--- src/rtl/i2cms_pkg.sv ---
`timescale 1ns / 1ps
// ----------------------------------------------------------------------------
// i2cms_pkg
// Shared types and constants of the i2c master byte sequencer.
// ----------------------------------------------------------------------------
package i2cms_pkg;

  typedef enum logic [1:0] {
    CMD_START = 2'd0,
    CMD_STOP  = 2'd1,
    CMD_WRITE = 2'd2,
    CMD_READ  = 2'd3
  } cmd_t;

  localparam logic [15:0] DELAY_RESET = 16'd125;

  typedef struct packed {
    logic       cmd_valid;
    logic [1:0] cmd;
    logic [7:0] wdata;
    logic       send_ack;
    logic       sda_in;
  } in_item_t;

  typedef struct packed {
    logic       scl_out;
    logic       sda_out;
    logic       busy_res;
    logic       done_res;
    logic [7:0] rdata;
    logic       rdata_valid;
  } out_item_t;

  // classified tick handed from front to back
  typedef struct packed {
    logic       is_cmd;
    cmd_t       cmd;
    logic [7:0] shift_init;
    logic       send_ack;
    logic       sda_in;
  } job_t;

endpackage

--- src/rtl/i2cms_front.sv ---
`timescale 1ns / 1ps
// ----------------------------------------------------------------------------
// i2cms_front
// Decodes each incoming tick into a job for the bus engine.
// ----------------------------------------------------------------------------
module i2cms_front import i2cms_pkg::*; (
  input  in_item_t item,
  output job_t     job
);

  cmd_t cmd;

  assign cmd = cmd_t'(item.cmd);

  always_comb begin
    job.is_cmd     = item.cmd_valid;
    job.cmd        = cmd;
    // only a write preloads the shifter
    job.shift_init = (cmd == CMD_WRITE) ? item.wdata : 8'd0;
    job.send_ack   = item.send_ack;
    job.sda_in     = item.sda_in;
  end

endmodule

--- src/rtl/i2cms_queue.sv ---
`timescale 1ns / 1ps
// ----------------------------------------------------------------------------
// i2cms_queue
// Small first-in first-out buffer of jobs between front and back.
// ----------------------------------------------------------------------------
module i2cms_queue import i2cms_pkg::*; #(
  parameter int DEPTH = 2
) (
  input  logic clk,
  input  logic rst_n,
  input  logic push,
  input  job_t push_job,
  output logic full,
  input  logic pop,
  output logic nempty,
  output job_t pop_job
);

  localparam int PtrW = (DEPTH > 1) ? $clog2(DEPTH) : 1;
  localparam int CntW = $clog2(DEPTH + 1);

  job_t            mem_r [DEPTH];
  logic [PtrW-1:0] wr_ptr_r, wr_ptr_nxt;
  logic [PtrW-1:0] rd_ptr_r, rd_ptr_nxt;
  logic [CntW-1:0] count_r, count_nxt;

  function automatic logic [PtrW-1:0] ptr_inc(input logic [PtrW-1:0] p);
    logic [PtrW-1:0] r;
    r = (p == PtrW'(DEPTH - 1)) ? '0 : p + PtrW'(1);
    return r;
  endfunction

  assign full    = (count_r == CntW'(DEPTH));
  assign nempty  = (count_r != '0);
  assign pop_job = mem_r[rd_ptr_r];

  always_comb begin
    wr_ptr_nxt = push ? ptr_inc(wr_ptr_r) : wr_ptr_r;
    rd_ptr_nxt = pop ? ptr_inc(rd_ptr_r) : rd_ptr_r;
    count_nxt  = count_r;
    if (push && !pop) begin
      count_nxt = count_r + CntW'(1);
    end else if (pop && !push) begin
      count_nxt = count_r - CntW'(1);
    end
  end

  always_ff @(posedge clk) begin
    if (!rst_n) begin
      wr_ptr_r <= '0;
      rd_ptr_r <= '0;
      count_r  <= '0;
    end else begin
      wr_ptr_r <= wr_ptr_nxt;
      rd_ptr_r <= rd_ptr_nxt;
      count_r  <= count_nxt;
    end
  end

  always_ff @(posedge clk) begin
    if (push) begin
      mem_r[wr_ptr_r] <= push_job;
    end
  end

endmodule

--- src/rtl/i2cms_back.sv ---
`timescale 1ns / 1ps
// ----------------------------------------------------------------------------
// i2cms_back
// Bus engine: steps through the pin sequence one job per cycle unless out_stall
// holds a waiting result, and holds each result in an output register.
// ----------------------------------------------------------------------------
module i2cms_back import i2cms_pkg::*; (
  input  logic        clk,
  input  logic        rst_n,
  input  logic [15:0] delay_ticks,
  input  logic        job_valid,
  input  job_t        job,
  output logic        job_take,
  output logic        out_valid,
  input  logic        out_stall,
  output out_item_t   out_data
);

  typedef struct packed {
    logic       scl;
    logic       sda;
    logic [7:0] shift;
  } pins_t;

  cmd_t        cmd_r, cmd_nxt;
  logic        running_r, running_nxt;
  logic [1:0]  step_r, step_nxt;
  logic [3:0]  bit_r, bit_nxt;
  logic [15:0] dc_r, dc_nxt;
  logic        ack_r, ack_nxt;
  logic [7:0]  rdata_r, rdata_nxt;
  pins_t       pins_r, pins_nxt;
  logic        out_valid_r;
  out_item_t   out_data_r, out_data_nxt;

  logic [15:0] dc_inc;
  logic        do_enter;
  logic        fin;
  logic        done;
  logic        rvalid;

  // pin actions on entering a step
  function automatic pins_t enter_step(input cmd_t c, input logic [1:0] st,
                                       input logic [3:0] bc, input pins_t p,
                                       input logic ackh);
    pins_t r;
    r = p;
    case (c)
      CMD_START: begin
        if (st == 2'd0) r.sda = 1'b1;
        else if (st == 2'd1) r.scl = 1'b1;
        else if (st == 2'd2) r.sda = 1'b0;
        else r.scl = 1'b0;
      end
      CMD_STOP: begin
        if (st == 2'd0) r.scl = 1'b0;
        else if (st == 2'd1) r.sda = 1'b0;
        else if (st == 2'd2) r.scl = 1'b1;
        else r.sda = 1'b1;
      end
      CMD_WRITE: begin
        if (st == 2'd0) begin
          // first bit leaves scl as it is
          if (bc != 4'd0) r.scl = 1'b0;
          if (bc < 4'd8) begin
            r.sda   = p.shift[7];
            r.shift = {p.shift[6:0], 1'b0};
          end else begin
            r.sda = 1'b1;
          end
        end else begin
          r.scl = 1'b1;
        end
      end
      default: begin
        if (bc < 4'd8) begin
          if (st == 2'd0) begin
            if (bc == 4'd0) r.sda = 1'b1;
            r.scl = 1'b1;
          end else begin
            r.scl = 1'b0;
          end
        end else begin
          if (st == 2'd0) r.sda = ~ackh;
          else if (st == 2'd1) r.scl = 1'b1;
          else r.scl = 1'b0;
        end
      end
    endcase
    return r;
  endfunction

  assign job_take  = job_valid && (!out_valid_r || !out_stall);
  assign out_valid = out_valid_r;
  assign out_data  = out_data_r;

  always_comb begin
    cmd_nxt     = cmd_r;
    running_nxt = running_r;
    step_nxt    = step_r;
    bit_nxt     = bit_r;
    dc_nxt      = dc_r;
    ack_nxt     = ack_r;
    rdata_nxt   = rdata_r;
    pins_nxt    = pins_r;
    do_enter    = 1'b0;
    fin         = 1'b0;
    done        = 1'b0;
    rvalid      = 1'b0;
    dc_inc      = (dc_r != 16'hFFFF) ? dc_r + 16'd1 : dc_r;

    if (running_r) begin
      if (dc_inc >= delay_ticks) begin
        dc_nxt = '0;
        case (cmd_r)
          CMD_START, CMD_STOP: begin
            if (step_r != 2'd3) begin
              step_nxt = step_r + 2'd1;
              do_enter = 1'b1;
            end else begin
              fin = 1'b1;
            end
          end
          CMD_WRITE: begin
            if (step_r == 2'd0) begin
              step_nxt = 2'd1;
              do_enter = 1'b1;
            end else if (bit_r < 4'd8) begin
              bit_nxt  = bit_r + 4'd1;
              step_nxt = 2'd0;
              do_enter = 1'b1;
            end else begin
              pins_nxt.scl = 1'b0;
              fin          = 1'b1;
            end
          end
          default: begin
            if (bit_r < 4'd8) begin
              // sample at the end of the scl-high step
              if (step_r == 2'd0) begin
                pins_nxt.shift = {pins_r.shift[6:0], job.sda_in};
                step_nxt       = 2'd1;
              end else begin
                bit_nxt  = bit_r + 4'd1;
                step_nxt = 2'd0;
              end
              do_enter = 1'b1;
            end else if (step_r < 2'd2) begin
              step_nxt = step_r + 2'd1;
              do_enter = 1'b1;
            end else begin
              pins_nxt.sda = 1'b1;
              fin          = 1'b1;
            end
          end
        endcase
        if (do_enter) begin
          pins_nxt = enter_step(cmd_r, step_nxt, bit_nxt, pins_nxt, ack_r);
        end
        if (fin) begin
          running_nxt = 1'b0;
          done        = 1'b1;
          if (cmd_r == CMD_READ) begin
            rdata_nxt = pins_nxt.shift;
            rvalid    = 1'b1;
          end
        end
      end else begin
        dc_nxt = dc_inc;
      end
    end else if (job.is_cmd) begin
      cmd_nxt        = job.cmd;
      running_nxt    = 1'b1;
      step_nxt       = 2'd0;
      bit_nxt        = 4'd0;
      dc_nxt         = '0;
      ack_nxt        = job.send_ack;
      pins_nxt.shift = job.shift_init;
      pins_nxt       = enter_step(job.cmd, 2'd0, 4'd0, pins_nxt, job.send_ack);
    end

    out_data_nxt.scl_out     = pins_nxt.scl;
    out_data_nxt.sda_out     = pins_nxt.sda;
    out_data_nxt.busy_res    = running_nxt;
    out_data_nxt.done_res    = done;
    out_data_nxt.rdata       = rdata_nxt;
    out_data_nxt.rdata_valid = rvalid;
  end

  always_ff @(posedge clk) begin
    if (!rst_n) begin
      cmd_r       <= CMD_START;
      running_r   <= 1'b0;
      step_r      <= '0;
      bit_r       <= '0;
      dc_r        <= '0;
      ack_r       <= 1'b0;
      rdata_r     <= '0;
      pins_r      <= '{scl: 1'b1, sda: 1'b1, shift: 8'd0};
      out_valid_r <= 1'b0;
    end else begin
      if (job_take) begin
        cmd_r     <= cmd_nxt;
        running_r <= running_nxt;
        step_r    <= step_nxt;
        bit_r     <= bit_nxt;
        dc_r      <= dc_nxt;
        ack_r     <= ack_nxt;
        rdata_r   <= rdata_nxt;
        pins_r    <= pins_nxt;
      end
      if (job_take) begin
        out_valid_r <= 1'b1;
      end else if (!out_stall) begin
        out_valid_r <= 1'b0;
      end
    end
  end

  always_ff @(posedge clk) begin
    if (job_take) begin
      out_data_r <= out_data_nxt;
    end
  end

endmodule

--- src/rtl/i2c_master_byte_sequencer.sv ---
`timescale 1ns / 1ps
// ----------------------------------------------------------------------------
// i2c_master_byte_sequencer
// I2C master that walks open-drain SCL/SDA through start, stop, write and
// read sequences, one bus tick per item, with a programmable step length.
// ----------------------------------------------------------------------------
//  channel | direction | handshake         | payload
//  in_     | input     | in_valid/in_stall | in_item_t, one bus tick
//  out_    | output    | out_valid/out_stall | out_item_t, one per tick
//  cfg_    | input     | cfg_valid/cfg_ready | delay_ticks, 16 bits
//
//  one item per cycle sustained while out_stall is low; each item is decoded
//  into the job queue, then the bus engine writes the output register
//  the engine takes one job a cycle while out_stall is low; the job queue of
//  QUEUE_DEPTH entries lets input keep flowing while a result waits on out_stall
//  synchronous active-low reset: both lines released, delay_ticks = 125
//  cfg_ready is always high
// ----------------------------------------------------------------------------
module i2c_master_byte_sequencer import i2cms_pkg::*; #(
  parameter int QUEUE_DEPTH = 2
) (
  input  logic        clk,
  input  logic        rst_n,
  input  logic        in_valid,
  output logic        in_stall,
  input  in_item_t    in_data,
  output logic        out_valid,
  input  logic        out_stall,
  output out_item_t   out_data,
  input  logic        cfg_valid,
  output logic        cfg_ready,
  input  logic [15:0] cfg_data
);

  logic [15:0] delay_ticks_r;
  job_t        front_job;
  job_t        q_job;
  logic        q_full;
  logic        q_nempty;
  logic        q_pop;

  assign cfg_ready = 1'b1;
  assign in_stall  = q_full;

  always_ff @(posedge clk) begin
    if (!rst_n) begin
      delay_ticks_r <= DELAY_RESET;
    end else if (cfg_valid && cfg_ready) begin
      delay_ticks_r <= cfg_data;
    end
  end

  i2cms_front u_front (
    .item (in_data),
    .job  (front_job)
  );

  i2cms_queue #(
    .DEPTH (QUEUE_DEPTH)
  ) u_queue (
    .clk      (clk),
    .rst_n    (rst_n),
    .push     (in_valid && !q_full),
    .push_job (front_job),
    .full     (q_full),
    .pop      (q_pop),
    .nempty   (q_nempty),
    .pop_job  (q_job)
  );

  i2cms_back u_back (
    .clk         (clk),
    .rst_n       (rst_n),
    .delay_ticks (delay_ticks_r),
    .job_valid   (q_nempty),
    .job         (q_job),
    .job_take    (q_pop),
    .out_valid   (out_valid),
    .out_stall   (out_stall),
    .out_data    (out_data)
  );

endmodule

--- config.mk ---
export PLATFORM = sky130hd
export DESIGN_NAME = i2c_master_byte_sequencer
export DESIGN_NICKNAME = d
export VERILOG_FILES = /design/src/rtl/i2cms_pkg.sv /design/src/rtl/i2cms_front.sv /design/src/rtl/i2cms_queue.sv /design/src/rtl/i2cms_back.sv /design/src/rtl/i2c_master_byte_sequencer.sv
export SDC_FILE = /design/constraint.sdc
export NUM_CORES = 1
export LEC_CHECK = 0
export ABC_AREA = 1
export BUFFER_PORTS_ARGS = -buffer_cell sky130_fd_sc_hd__buf_2
export CAP_MARGIN = 20
export CELL_PAD_IN_SITES_DETAIL_PLACEMENT = 0
export CELL_PAD_IN_SITES_GLOBAL_PLACEMENT = 2
export CORE_ASPECT_RATIO = 1.25
export CORE_MARGIN = 4
export CORE_UTILIZATION = 35
export CTS_CLUSTER_DIAMETER = 30
export DETAILED_ROUTE_END_ITERATION = 12
export PLACE_DENSITY_LB_ADDON = 0.12
export SETUP_SLACK_MARGIN = 0.4
export SYNTH_ARGS = -nofsm -noshare
export SYNTH_HDL_FRONTEND = slang
export SYNTH_SLANG_ARGS = --single-unit
--- constraint.sdc ---
create_clock -name clk -period 4.1 [get_ports clk]
set_input_delay 0.615 -clock clk [delete_from_list [all_inputs] [get_ports clk]]
set_output_delay 0.615 -clock clk [all_outputs]
set_load 0.02 [all_outputs]
# Word-level counts from Yosys, hierarchy flattened
# Memory sizes are Yosys's and may differ from the RTL's. A register that Yosys moved wholly into a read port is not among the register bits.
# Cells that the tools add are included.
# word_totals
latchBits,0
mem_bits_ro,0
out_inout_bits,16
word_cells,177
memories,1
reg_bits,78
ram_bits,26
in_bits,34
# mem_list
memory,words,width,rd,rd_ports_with_merged_regs,write_ports,line_no,source
u_queue.mem_r,2,13,1,1,1,i2cms_queue.sv:22,job_t mem_r [DEPTH];
# op_classes
addsub,7
eq_ne,13
reduce_logical,26
n_mux,103
n_shift,0
multipliers,0
n_div,0
bitwise,2
n_lt_le_gt_ge,4
# ops
operator,n
8-bit 2-to-1 mux,10
16-bit 2-to-1 mux,4
1-bit 2-to-1 mux,55
10-bit 2-to-1 mux,4
4-bit 2-to-1 mux,9
2-bit 2-to-1 mux,13
9-bit 2-to-1 mux,2
"16-bit by 1-bit adder with 16-bit output, second input constant",1
16-bit >= comparator,1
"16-bit inequality test, second input constant",1
"2-bit equality test, second input constant",6
2-bit case mux with 3 select lines,2
3-bit AND reduction,3
2-bit zero test,4
"4-bit less-than comparator, second input constant",2
4-bit case mux with 2 select lines,1
"2-bit by 1-bit equality test with 1-bit output, second input constant",3
2-bit nonzero test,3
1-bit zero test,5
"2-bit by 1-bit adder with 2-bit output, second input constant",2
"4-bit by 1-bit adder with 4-bit output, second input constant",1
1-bit logical AND,4
4-bit zero test,1
"2-bit inequality test, second input constant",2
12 further kinds,16

# Depth between registers and ports, before layout
# Gate-level depths: netlist (run 1).
# depth
word_depth,16
ltp_mapped,24
mapped_depth_nobuf,24

# By module
# A second synthesis (run 1) with hierarchy kept.
# hier_totals
cells_unflattened,771
hier_area_um2,5941.9
# by_module_without_submodules
mod,n_inst,area_per_inst_um2,cells_per_inst,seq_area_each_um2
i2cms_back,1,3965.1,579,1291.2
i2cms_queue,1,1203.7,75,880.8
i2c_master_byte_sequencer,1,665.6,94,320.3
i2cms_front,1,107.6,23,0.0

# Worst setup path after synthesis (run 1)
# No wires, ideal clock.
# synth_timing
kind,reg2reg
from,register u_back.dc_r[0]
to,register u_back.dc_r[14]
required_ns,4.029
path_buffers,1
setup_ns,0.071
period_less_slack_ns,2.980
arrival_time_ns,2.910
stages_incl_launch_ff,22
path_slack_ns,1.120
cell_sequence,dfxtp_1 ha_1 nand2_2 nor2_2 inv_2 nor2_2 nand2_2 nor2_2 nand2_2 inv_1 nand2_1 nand2_1 xor2_1 ha_1 a21oi_1 o21ai_0 a21oi_2 nand4_2 nor2_1 buf_4 nand2_1 a21oi_1
# synth_between
elab_chain_len,5
elab_cells_between_ends,6
classes_between,add/sub: 1; order compare: 1; eq/ne: 1; mux: 3
# synth_lines
element,line_no,source
start: declaration,i2cms_back.sv:29,"logic [15:0] dc_r, dc_nxt;"
start signal: assignment,i2cms_back.sv:207,dc_r <= dc_nxt;
16-bit by 1-bit adder with 16-bit output or 16-bit inequality test (tied branches),i2cms_back.sv:110,dc_inc = (dc_r != 16'hFFFF) ? dc_r + 16'd1 : dc_r;
16-bit 2-to-1 mux *,i2cms_back.sv:110,
16-bit >= comparator,i2cms_back.sv:113,if (dc_inc >= delay_ticks) begin
16-bit 2-to-1 mux *,i2cms_back.sv:113,
16-bit 2-to-1 mux *,i2cms_back.sv:112,if (running_r) begin
# Every way passes the cells marked *; elsewhere a longest branch is shown, timed or not.
# A chain may end at the register's enable or synchronous reset.

# Final worst setup path (run 1)
# layout_timing
from,register u_back.dc_r[5]
to,"register u_back.out_data_r, in the netlist u_back.out_data[9] (data pin)"
# layout_between
elab_chain_len,4
elab_cells_between_ends,5
classes_between,add/sub: 1; order compare: 1; eq/ne: 1; mux: 1; reduce/logical: 1
# layout_lines
element,line_no,source
16-bit by 1-bit adder with 16-bit output or 16-bit inequality test (tied branches),i2cms_back.sv:110,
16-bit 2-to-1 mux *,i2cms_back.sv:110,
16-bit >= comparator *,i2cms_back.sv:113,
2-bit AND reduction (no source line) *,n/a,
end signal: assignment,i2cms_back.sv:222,out_data_r <= out_data_nxt;
end: declaration,i2cms_back.sv:34,"out_item_t out_data_r, out_data_nxt;"
# Marked as above.

==> results of run 1 <==
## cell type report
class	instances	area, um2	share of cell area
Multi-Input combinational cell	517	2800	0.429
Sequential cell	105	2490	0.381
Inverter	105	394	0.0603
Timing Repair Buffer	53	278	0.0425
Tap cell	216	270	0.0413
Clock buffer	12	268	0.0410
Clock inverter	4	32.5	0.00498
## where the power goes
| part | internal [uW] | switching, uW | leakage (uW) | total [uW] |
|---|---|---|---|---|
| clock | 470 | 395 | 0.000141 | 864 |
| sequential | 1350 | 159 | 0.000916 | 1510 |
| combinational | 443 | 908 | 0.00190 | 1350 |
| total | 2260 | 1460 | 0.00296 | 3730 |
## state kept, by name (all words and copies together) (netlist names), named ones only
signal	flops
u_back.ack_r	1
u_back.cmd_r	2
u_back.step_r	2
u_queue.wr_ptr_r	1
u_back.pins_r	10
delay_ticks_r	16
u_queue.count_r	2
u_back.rdata_r	8
u_back.running_r	1
u_queue.rd_ptr_r	1
u_back.out_data	13
u_queue.mem_r	26
u_back.out_valid	1
u_back.bit_r	4
u_back.dc_r	16
## path summary, 6_finish.rpt
check                    from            endpoint  cells after the start
min          u_queue.rd_ptr_r    u_queue.rd_ptr_r                      1
max            u_back.dc_r[5]  u_back.out_data[9]                     15
min reg2reg  u_queue.rd_ptr_r    u_queue.rd_ptr_r                      1
max reg2reg    u_back.dc_r[5]  u_back.out_data[9]                     15
## logic make-up after synthesis
| logic type | after synthesis |
|---|---|
| mux | 10 |
| buf+inv | 124 |
| xor+xnor | 7 |
| compound gates | 148 |
| fa+ha+maj | 24 |
| simple gates | 327 |
| flops | 105 |
| other cells | 1 |
## metrics by stage
stage                     hold WS [ps]  instance area (um2)  power [uW]  utilization  instances
after detailed placement           448                 6190        2890        0.384        994
after global routing               435                 6540        4050        0.405       1012
after floorplan                    426                 5750        2520            -        746
after global placement             439                 6190        2880        0.384        994
after CTS                          439                 6490        3780        0.402       1010
final                              452                 6540        3730        0.405       1012
## routing by layer
| layer | GRT usage | wire (um) | up-vias |
|---|---|---|---|
| met5 | 0 | 0 | - |
| met4 | 0.0482 | 238 | 0 |
| met3 | 0.0284 | 332 | 12 |
| met2 | 0.284 | 7040 | 52 |
| met1 | 0.188 | 6100 | 2157 |
| li1 | - | - | 2541 |
## worst max-delay path: cells and delay by family (launching register included)
kind / cells / cell delay, ps
and+or+nand+nor: 8 / 1530
AOI/OAI and AO/OA: 4 / 690
DFF: 1 / 420
adders and majority gates: 1 / 310
buffers and inverters: 2 / 150
## placed cells by master, fill, tap and decap left out, drive strengths merged, types with 12 or more instances in the layout
cell type,count
a21oi,56
a22oi,16
buf,53
clkbuf,12
dfxtp,66
edfxtp,39
ha,24
inv,105
nand2,175
nand3,36
nor2,93
o21ai,63
==> flow_summary.json, run 1 <==
{
  "synth_top_flop_cell": "dfxtp_1",
  "ys_ff_latch": 105,
  "p_leak_uw": 0.00296,
  "path_cells": "nand2_1, nor2_1, nand3_1, nor4_1, nand4_1, o211ai_1, ha_1, a21oi_1, o21ai_0, a21oi_2, nand3_2, nand2_4, inv_2, nand2_1, inv_1",
  "syn-num-nets": 804,
  "grt_pass1_wl_um": 23000,
  "htree_levels": 3,
  "diodes": 0,
  "synth_xor_area_frac": 0.0107,
  "hold_violations": 0,
  "synthDistinctLibCells": 43,
  "status": "complete, no violations",
  "clkSlewWorstSetupHoldPaths_ps": 70,
  "grt_setup_unrepaired": "true",
  "slowest_delay_ps": 530,
  "cts-root-buf": "clkbuf_16",
  "numClockSinks": 105,
  "postCtsSetupBuffers": 0,
  "layout_min_cycle_time_ps": 3360,
  "synthCells": 746,
  "num_vias": 4762,
  "gr-total-overflow": 0,
  "cpMostUsedCell": "nand2_1",
  "drcViolationCount": 0,
  "syn_avg_cell_area_um2": 7.71,
  "grt.total_usage": 0.157,
  "synth_fa_ha_area_frac": 0.0522,
  "cp_slowest_cell": "nor4_1",
  "drive_above_1_share": 0.153,
  "ios": 50,
  "yosysTopAreaCell": "dfxtp_1",
  "antenna_found_initial": 0,
  "hold_path.class": "flop to flop",
  "synth_top_area_share": 0.230,
  "ctsResizeCount": 0,
  "cap_violations": 0,
  "row_count": 52,
  "powerDensity_nw_per_um2": 570,
  "async_flop_share": 0,
  "synth_top_family_by_area": "simple AND/OR/NAND/NOR gates",
  "crit_path_end_kind": "flop",
  "dr.first_iter.drc_count": 287,
  "slew_violations": 0,
  "critPathArrivalTime_ps": 3470,
  "synth-edff-count": 39,
  "grt_pass1_vias": 4670,
  "core_region_area_um2": 16100,
  "yosysWarningCount": 0,
  "ctsLongestPathBuffers": 2,
  "grt_max_degree": 34,
  "startpoint_type": "flop",
  "clock_skew_ps": 8.07,
  "dieArea_um2": 18600,
  "viasPerCell": 4.71,
  "numCtsBuffers": 9,
  "io_buffer_count": 48,
  "die_h_um": 151,
  "syn2layout_area_growth_pct": 13.7,
  "synth-simple-area-share": 0.257,
  "worst_pin_slew_ps": 678,
  "die_width_um": 123,
  "max_slew_margin": 0.544,
  "cts_hold_buf": 0,
  "synth_compound_area_frac": 0.143,
  "dp_hpwl_um": 10500,
  "setup_ws_ps": 739,
  "synth_area_leaders": "dfxtp_1 23%, edfxtp_1 20%, nand2_1 11%",
  "synth_common_cells": "166 x nand2_1, 95 x inv_1, 84 x nor2_1",
  "wl_per_cell_um": 13.5,
  "muxShareOfSynthArea": 0.0191,
  "max_freq_mhz": 298,
  "insertion_delay_ps": 350,
  "final_antenna_net_count": 0,
  "ys_seq_area_frac": 0.433,
  "first_pass_iters": 4,
  "nets": 849,
  "peakVddDrop_v": 0.000239,
  "synth_most_common_cell": "nand2_1",
  "nFillCells": 1749,
  "reg2reg_slack_ps": 740,
  "totalWireLength_um": 13700,
  "critPathKind": "flop to flop",
  "fin_crit_sh": 0.820,
  "cp.required_ps": 4210,
  "initial_utilization": 0.356,
  "place.gp.congestion": 0.840,
  "syn_area_um2": 5750,
  "cp_max_fo": 8,
  "setup_viol": 0,
  "fin_tns_setup_ps": 0,
  "pre_cts_slack_ps": 475,
  "cts_tree": "yes"
}
(Power assumes the default switching activity.)
==> run 2: changes to the inputs <==
==> constraint.sdc (replaced) <==
create_clock -name clk -period 3.2 [get_ports clk]
set_input_delay 0.48 -clock clk [delete_from_list [all_inputs] [get_ports clk]]
set_output_delay 0.48 -clock clk [all_outputs]
set_load 0.02 [all_outputs]
==> flow_summary.json, run 2 (synthesis gave the netlist of run 1 again) <==
{
  "status": "complete, no violations",
  "worst_pin_slew_ps": 634,
  "setup_viol": 0,
  "max_freq_mhz": 322,
  "reg2reg_slack_ps": 90,
  "register_area_um2": 2500,
  "largest_register": "u_queue.mem_r",
  "gr-total-overflow": 0,
  "p_leak_uw": 0.00326,
  "diodes": 0,
  "crit_path_end_kind": "flop",
  "wl_per_cell_um": 14.1,
  "pre_cts_slack_ps": 5.84,
  "nets": 897,
  "grt_pass1_vias": 4896,
  "final_antenna_net_count": 0,
  "htree_levels": 3,
  "r2r_cells": 22,
  "hold_violations": 0,
  "cts_tree": "yes",
  "cp_max_fo": 4,
  "die_h_um": 151,
  "layout_commonest_cell": "nand2_1",
  "row_count": 52,
  "cap_violations": 0,
  "first_pass_iters": 4,
  "io_buffer_count": 48,
  "syn2layout_area_growth_pct": 27.2,
  "clock_skew_ps": 12.9,
  "place.gp.congestion": 0.842,
  "max_slew_margin": 0.577,
  "grt_pass1_wl_um": 23600,
  "post_dp_cell_area_um2": 6520,
  "fin_crit_sh": 0.971,
  "dr.first_iter.drc_count": 265,
  "dieArea_um2": 18600,
  "clkSlewWorstSetupHoldPaths_ps": 80,
  "grt.total_usage": 0.163,
  "drive_above_1_share": 0.274,
  "critPathArrivalTime_ps": 3220,
  "critPathKind": "flop to flop",
  "stdcell_area_um2": 7310,
  "holdPathEnd": "u_queue.mem_r[1][0]",
  "dp_hpwl_um": 11000,
  "powerDensity_nw_per_um2": 686,
  "insertion_delay_ps": 360,
  "multi_input_area_um2": 3140,
  "viasPerCell": 4.80,
  "layout_min_cycle_time_ps": 3110,
  "p_total_uw": 5020,
  "r2r-start": "u_back.dc_r[0]",
  "numClockSinks": 105,
  "ios": 50,
  "largest_reg_flops": 26,
  "die_width_um": 123,
  "nFillCells": 1697,
  "min_from": "in_data[0]",
  "final_cell_mix": "149 x nand2_1, 86 x inv_1, 76 x nor2_1, 63 x dfxtp_1",
  "reg_top3": "u_queue.mem_r x26, delay_ticks_r x16, u_back.dc_r x16",
  "r2r-end": "u_back.out_data[5]",
  "num_vias": 5088,
  "ctsLongestPathBuffers": 2,
  "initial_utilization": 0.356,
  "holdWs_ps": 317,
  "hold_path.class": "primary input to flop",
  "core_region_area_um2": 16100,
  "hold_depth": 1,
  "numCtsBuffers": 9,
  "slew_violations": 0,
  "cp.required_ps": 3310,
  "peakVddDrop_v": 0.000347,
  "drcViolationCount": 0,
  "grt_setup_unrepaired": "true",
  "grt_max_degree": 34,
  "setup_ws_ps": 92.4,
  "antenna_found_initial": 0,
  "cts-root-buf": "clkbuf_16",
  "startpoint_type": "flop",
  "totalWireLength_um": 14900
}
[run 2: cell types whose count changed in the layout (fill, tap and decap cells not counted), moves of 8 or more]
cell,delta
nand2_2,+11
inv_1,-9
nand2_1,-15
a21oi_1,-8
buf_4,+36
[run 2: critical path: stages, from the launching register on]
cell and delay [ps]:
dfxtp_4 380, ha_4 160, nand2_4 60, nor2_4 120, inv_2 60, nor2_4 90, nand2_2 80, nor2_4 140
nand2_4 80, nor3_4 160, nand2_1 90, a22oi_2 150, ha_1 260, nand2_2 90, inv_2 50, nand3_4 70
inv_2 50, a21oi_4 180, nand3_4 150, buf_12 170, buf_4 130, nand3b_1 110, nand2_1 70
[run 2: worst max-delay path by stage]
stage / cells past startpoint / slack, ps / from / to
3_3_place_gp: 20 / -7 / u_back.dc_r[0] / u_back.out_data[10]
5_1_grt: 21 / -120 / u_back.dc_r[2] / u_back.rdata_r[5]
6_report: 22 / 90 / u_back.dc_r[0] / u_back.out_data[5]
2_1_floorplan: 22 / 350 / u_back.dc_r[1] / u_back.pins_r[7]
4_1_cts: 24 / 80 / u_back.dc_r[1] / u_back.rdata_r[5]
3_5_place_dp: 23 / 6 / u_back.dc_r[1] / u_back.pins_r[1]
[run 2: metal layers]
layer	wire length, um	GRT usage
met3	415	0.0217
met2	8010	0.309
met5	0	0
met4	403	0.0700
met1	6110	0.179
[run 2: repair_timing]
item | CTS | global route
gates cloned | 1 | 2
gates resized for setup | 26 | 65
setup buffers | 4 | 11
endpoints found under the setup margin | 54 | 54
hold buffers | 0 | 0
pin swaps | 22 | 52
[run 2: report_power, final]
part	switching [uW]	internal, uW	total [uW]	leakage, uW
combinational	1320	694	2010	0.00221
clock	521	535	1060	0.000136
sequential	211	1730	1940	0.000919
[run 2: stage by stage]
step,setup TNS [ps],std cells,util
detailed placement,0,1026,0.404
finish,0,1060,0.453
floorplan,0,746,-
global route,-2840,1060,0.453
global placement,-7.47,1026,0.404
CTS,0,1047,0.430
[run 2: area by class of cell]
| type | count | share of cell area |
|---|---|---|
| Clock inverter | 7 | 0.00770 |
| Tap cell | 216 | 0.0369 |
| Multi-Input combinational cell | 518 | 0.430 |
| Clock buffer | 9 | 0.0308 |
| Timing Repair Buffer | 100 | 0.0973 |
| Inverter | 105 | 0.0554 |
| Sequential cell | 105 | 0.342 |
==> run 3: changes to the inputs <==
--- a/config.mk
+++ b/config.mk
@@ -6,15 +6,15 @@
 export NUM_CORES = 1
 export LEC_CHECK = 0
 export ABC_AREA = 1
-export BUFFER_PORTS_ARGS = -buffer_cell sky130_fd_sc_hd__buf_2
 export CAP_MARGIN = 20
 export CELL_PAD_IN_SITES_DETAIL_PLACEMENT = 0
 export CELL_PAD_IN_SITES_GLOBAL_PLACEMENT = 2
 export CORE_ASPECT_RATIO = 1.25
 export CORE_MARGIN = 4
-export CORE_UTILIZATION = 35
+export CORE_UTILIZATION = 38
 export CTS_CLUSTER_DIAMETER = 30
 export DETAILED_ROUTE_END_ITERATION = 12
+export DONT_BUFFER_PORTS = 1
 export PLACE_DENSITY_LB_ADDON = 0.12
 export SETUP_SLACK_MARGIN = 0.4
 export SYNTH_ARGS = -nofsm -noshare
==> flow_summary.json, run 3 (synthesis gave the netlist of run 1 again) <==
{
  "setup_viol": 0,
  "cp_max_fo": 6,
  "row_count": 50,
  "initial_utilization": 0.386,
  "fin_crit_sh": 0.974,
  "antenna_found_initial": 0,
  "layout_min_cycle_time_ps": 3120,
  "viasPerCell": 5.01,
  "final_util": 0.468,
  "drcViolationCount": 0,
  "max_freq_mhz": 321,
  "powerDensity_nw_per_um2": 712,
  "final_antenna_net_count": 0,
  "ctsLongestPathBuffers": 2,
  "totalWireLength_um": 14200,
  "cts_tree": "yes",
  "max_slew_margin": 0.359,
  "status": "complete, no violations",
  "hold_violations": 0,
  "largest_reg_flops": 26,
  "numCtsBuffers": 9,
  "critPathArrivalTime_ps": 3220,
  "drive_above_1_share": 0.224,
  "grt_setup_unrepaired": "true",
  "grt_pass1_vias": 4858,
  "num_vias": 4897,
  "reg_top3": "u_queue.mem_r x26, delay_ticks_r x16, u_back.dc_r x16",
  "largest_register": "u_queue.mem_r",
  "core_region_area_um2": 14900,
  "cp.required_ps": 3300,
  "clkSlewWorstSetupHoldPaths_ps": 70,
  "cts-root-buf": "clkbuf_16",
  "multi_input_area_um2": 3080,
  "syn2layout_area_growth_pct": 21.2,
  "layout_commonest_cell": "nand2_1",
  "clock_skew_ps": 10.8,
  "grt_pass1_wl_um": 23900,
  "grt_max_degree": 34,
  "startpoint_type": "flop",
  "slew_violations": 0,
  "diodes": 0,
  "die_h_um": 146,
  "die_width_um": 118,
  "wl_per_cell_um": 14.6,
  "htree_levels": 3,
  "cap_violations": 0,
  "dr.first_iter.drc_count": 251,
  "io_buffer_count": 0,
  "numClockSinks": 105,
  "first_pass_iters": 4,
  "final_cell_mix": "142 x nand2_1, 90 x inv_1, 76 x nor2_1, 61 x dfxtp_1, 51 x o21ai_0",
  "gr-total-overflow": 0,
  "p_leak_uw": 0.00307,
  "crit_path_end_kind": "flop",
  "dp_hpwl_um": 10700,
  "critPathKind": "flop to flop",
  "grt.total_usage": 0.170,
  "place.gp.congestion": 0.787,
  "p_total_uw": 4960,
  "nets": 848,
  "hold_path.class": "primary input to flop",
  "dieArea_um2": 17200,
  "ios": 50,
  "worst_pin_slew_ps": 956,
  "nFillCells": 1506,
  "insertion_delay_ps": 350,
  "register_area_um2": 2500,
  "peakVddDrop_v": 0.000363
}
-- run 3: changes by cell type in the layout (fill, tap and decap cells not counted), sizes merged --
| cell | delta |
|---|---|
| buf | -48 |
| clkinv | -4 |
| clkinvlp | +1 |
| inv | +2 |
-- run 3: layout make-up --
| cell class | instances | area share |
|---|---|---|
| flip-flops and latches | 105 | 0.359 |
| clock inverters | 6 | 0.00718 |
| inverters | 105 | 0.0578 |
| multi-input cells | 518 | 0.442 |
| well taps | 182 | 0.0327 |
| clock buffers | 10 | 0.0328 |
| repair buffers | 51 | 0.0686 |
-- run 3: layer usage --
metal | up-vias | share of wire | GRT usage | routed length (um)
met4 | 0 | 0.016 | 0.0499 | 223
met3 | 13 | 0.024 | 0.0241 | 337
li1 | 2546 | - | - | -
met1 | 2267 | 0.41 | 0.196 | 5850
met5 | - | 0 | 0 | 0
met2 | 71 | 0.55 | 0.323 | 7830
-- run 3: report_power, final --
| part | internal, uW | switching [uW] | total [uW] |
|---|---|---|---|
| registers | 1740 | 338 | 2080 |
| logic | 683 | 1150 | 1830 |
| clock network | 539 | 513 | 1050 |
-- run 3: critical path, stage by stage, from the launching register on --
cell and delay (ps):
dfxtp_2 350, buf_4 120, inv_1 80, buf_4 160
nor4_2 330, buf_4 180, nand4_1 90, o211ai_1 190
ha_1 310, buf_4 150, nand3_4 90, inv_2 50
a21oi_4 190, nand3_4 110, buf_8 160, buf_4 120
nand3b_1 120, nand2_1 70
-- run 3: what timing repair did --
item / in CTS / in global routing
endpoints found under the setup margin: 54 / 54
buffers inserted: 8 / 6
cloned: 2 / 0
hold buffers: 0 / 0
resized for setup: 44 / 39
pin swaps: 27 / 10
hold endpoints to repair: 0 / 0
-- run 3: final timing paths --
kind                   endpoint        startpoint  cells after the start  slack, ps
max          u_back.out_data[8]    u_back.dc_r[1]                     17         80
min            delay_ticks_r[0]             rst_n                      1        220
min reg2reg    u_queue.rd_ptr_r  u_queue.rd_ptr_r                      1        460
max reg2reg  u_back.out_data[8]    u_back.dc_r[1]                     17         80
-- run 3: metrics by stage --
step | setup TNS, ps | setup slack (ps) | hold WS (ps) | instance area, um2 | cells
after global placement | 0 | 108 | 434 | 6240 | 945
after CTS | 0 | 103 | 207 | 6780 | 971
after floorplan | 0 | 349 | 426 | 5820 | 746
after global routing | -347 | -78.9 | 202 | 6970 | 977
final | 0 | 81.9 | 217 | 6970 | 977
after detailed placement | 0 | 36.0 | 451 | 6240 | 945
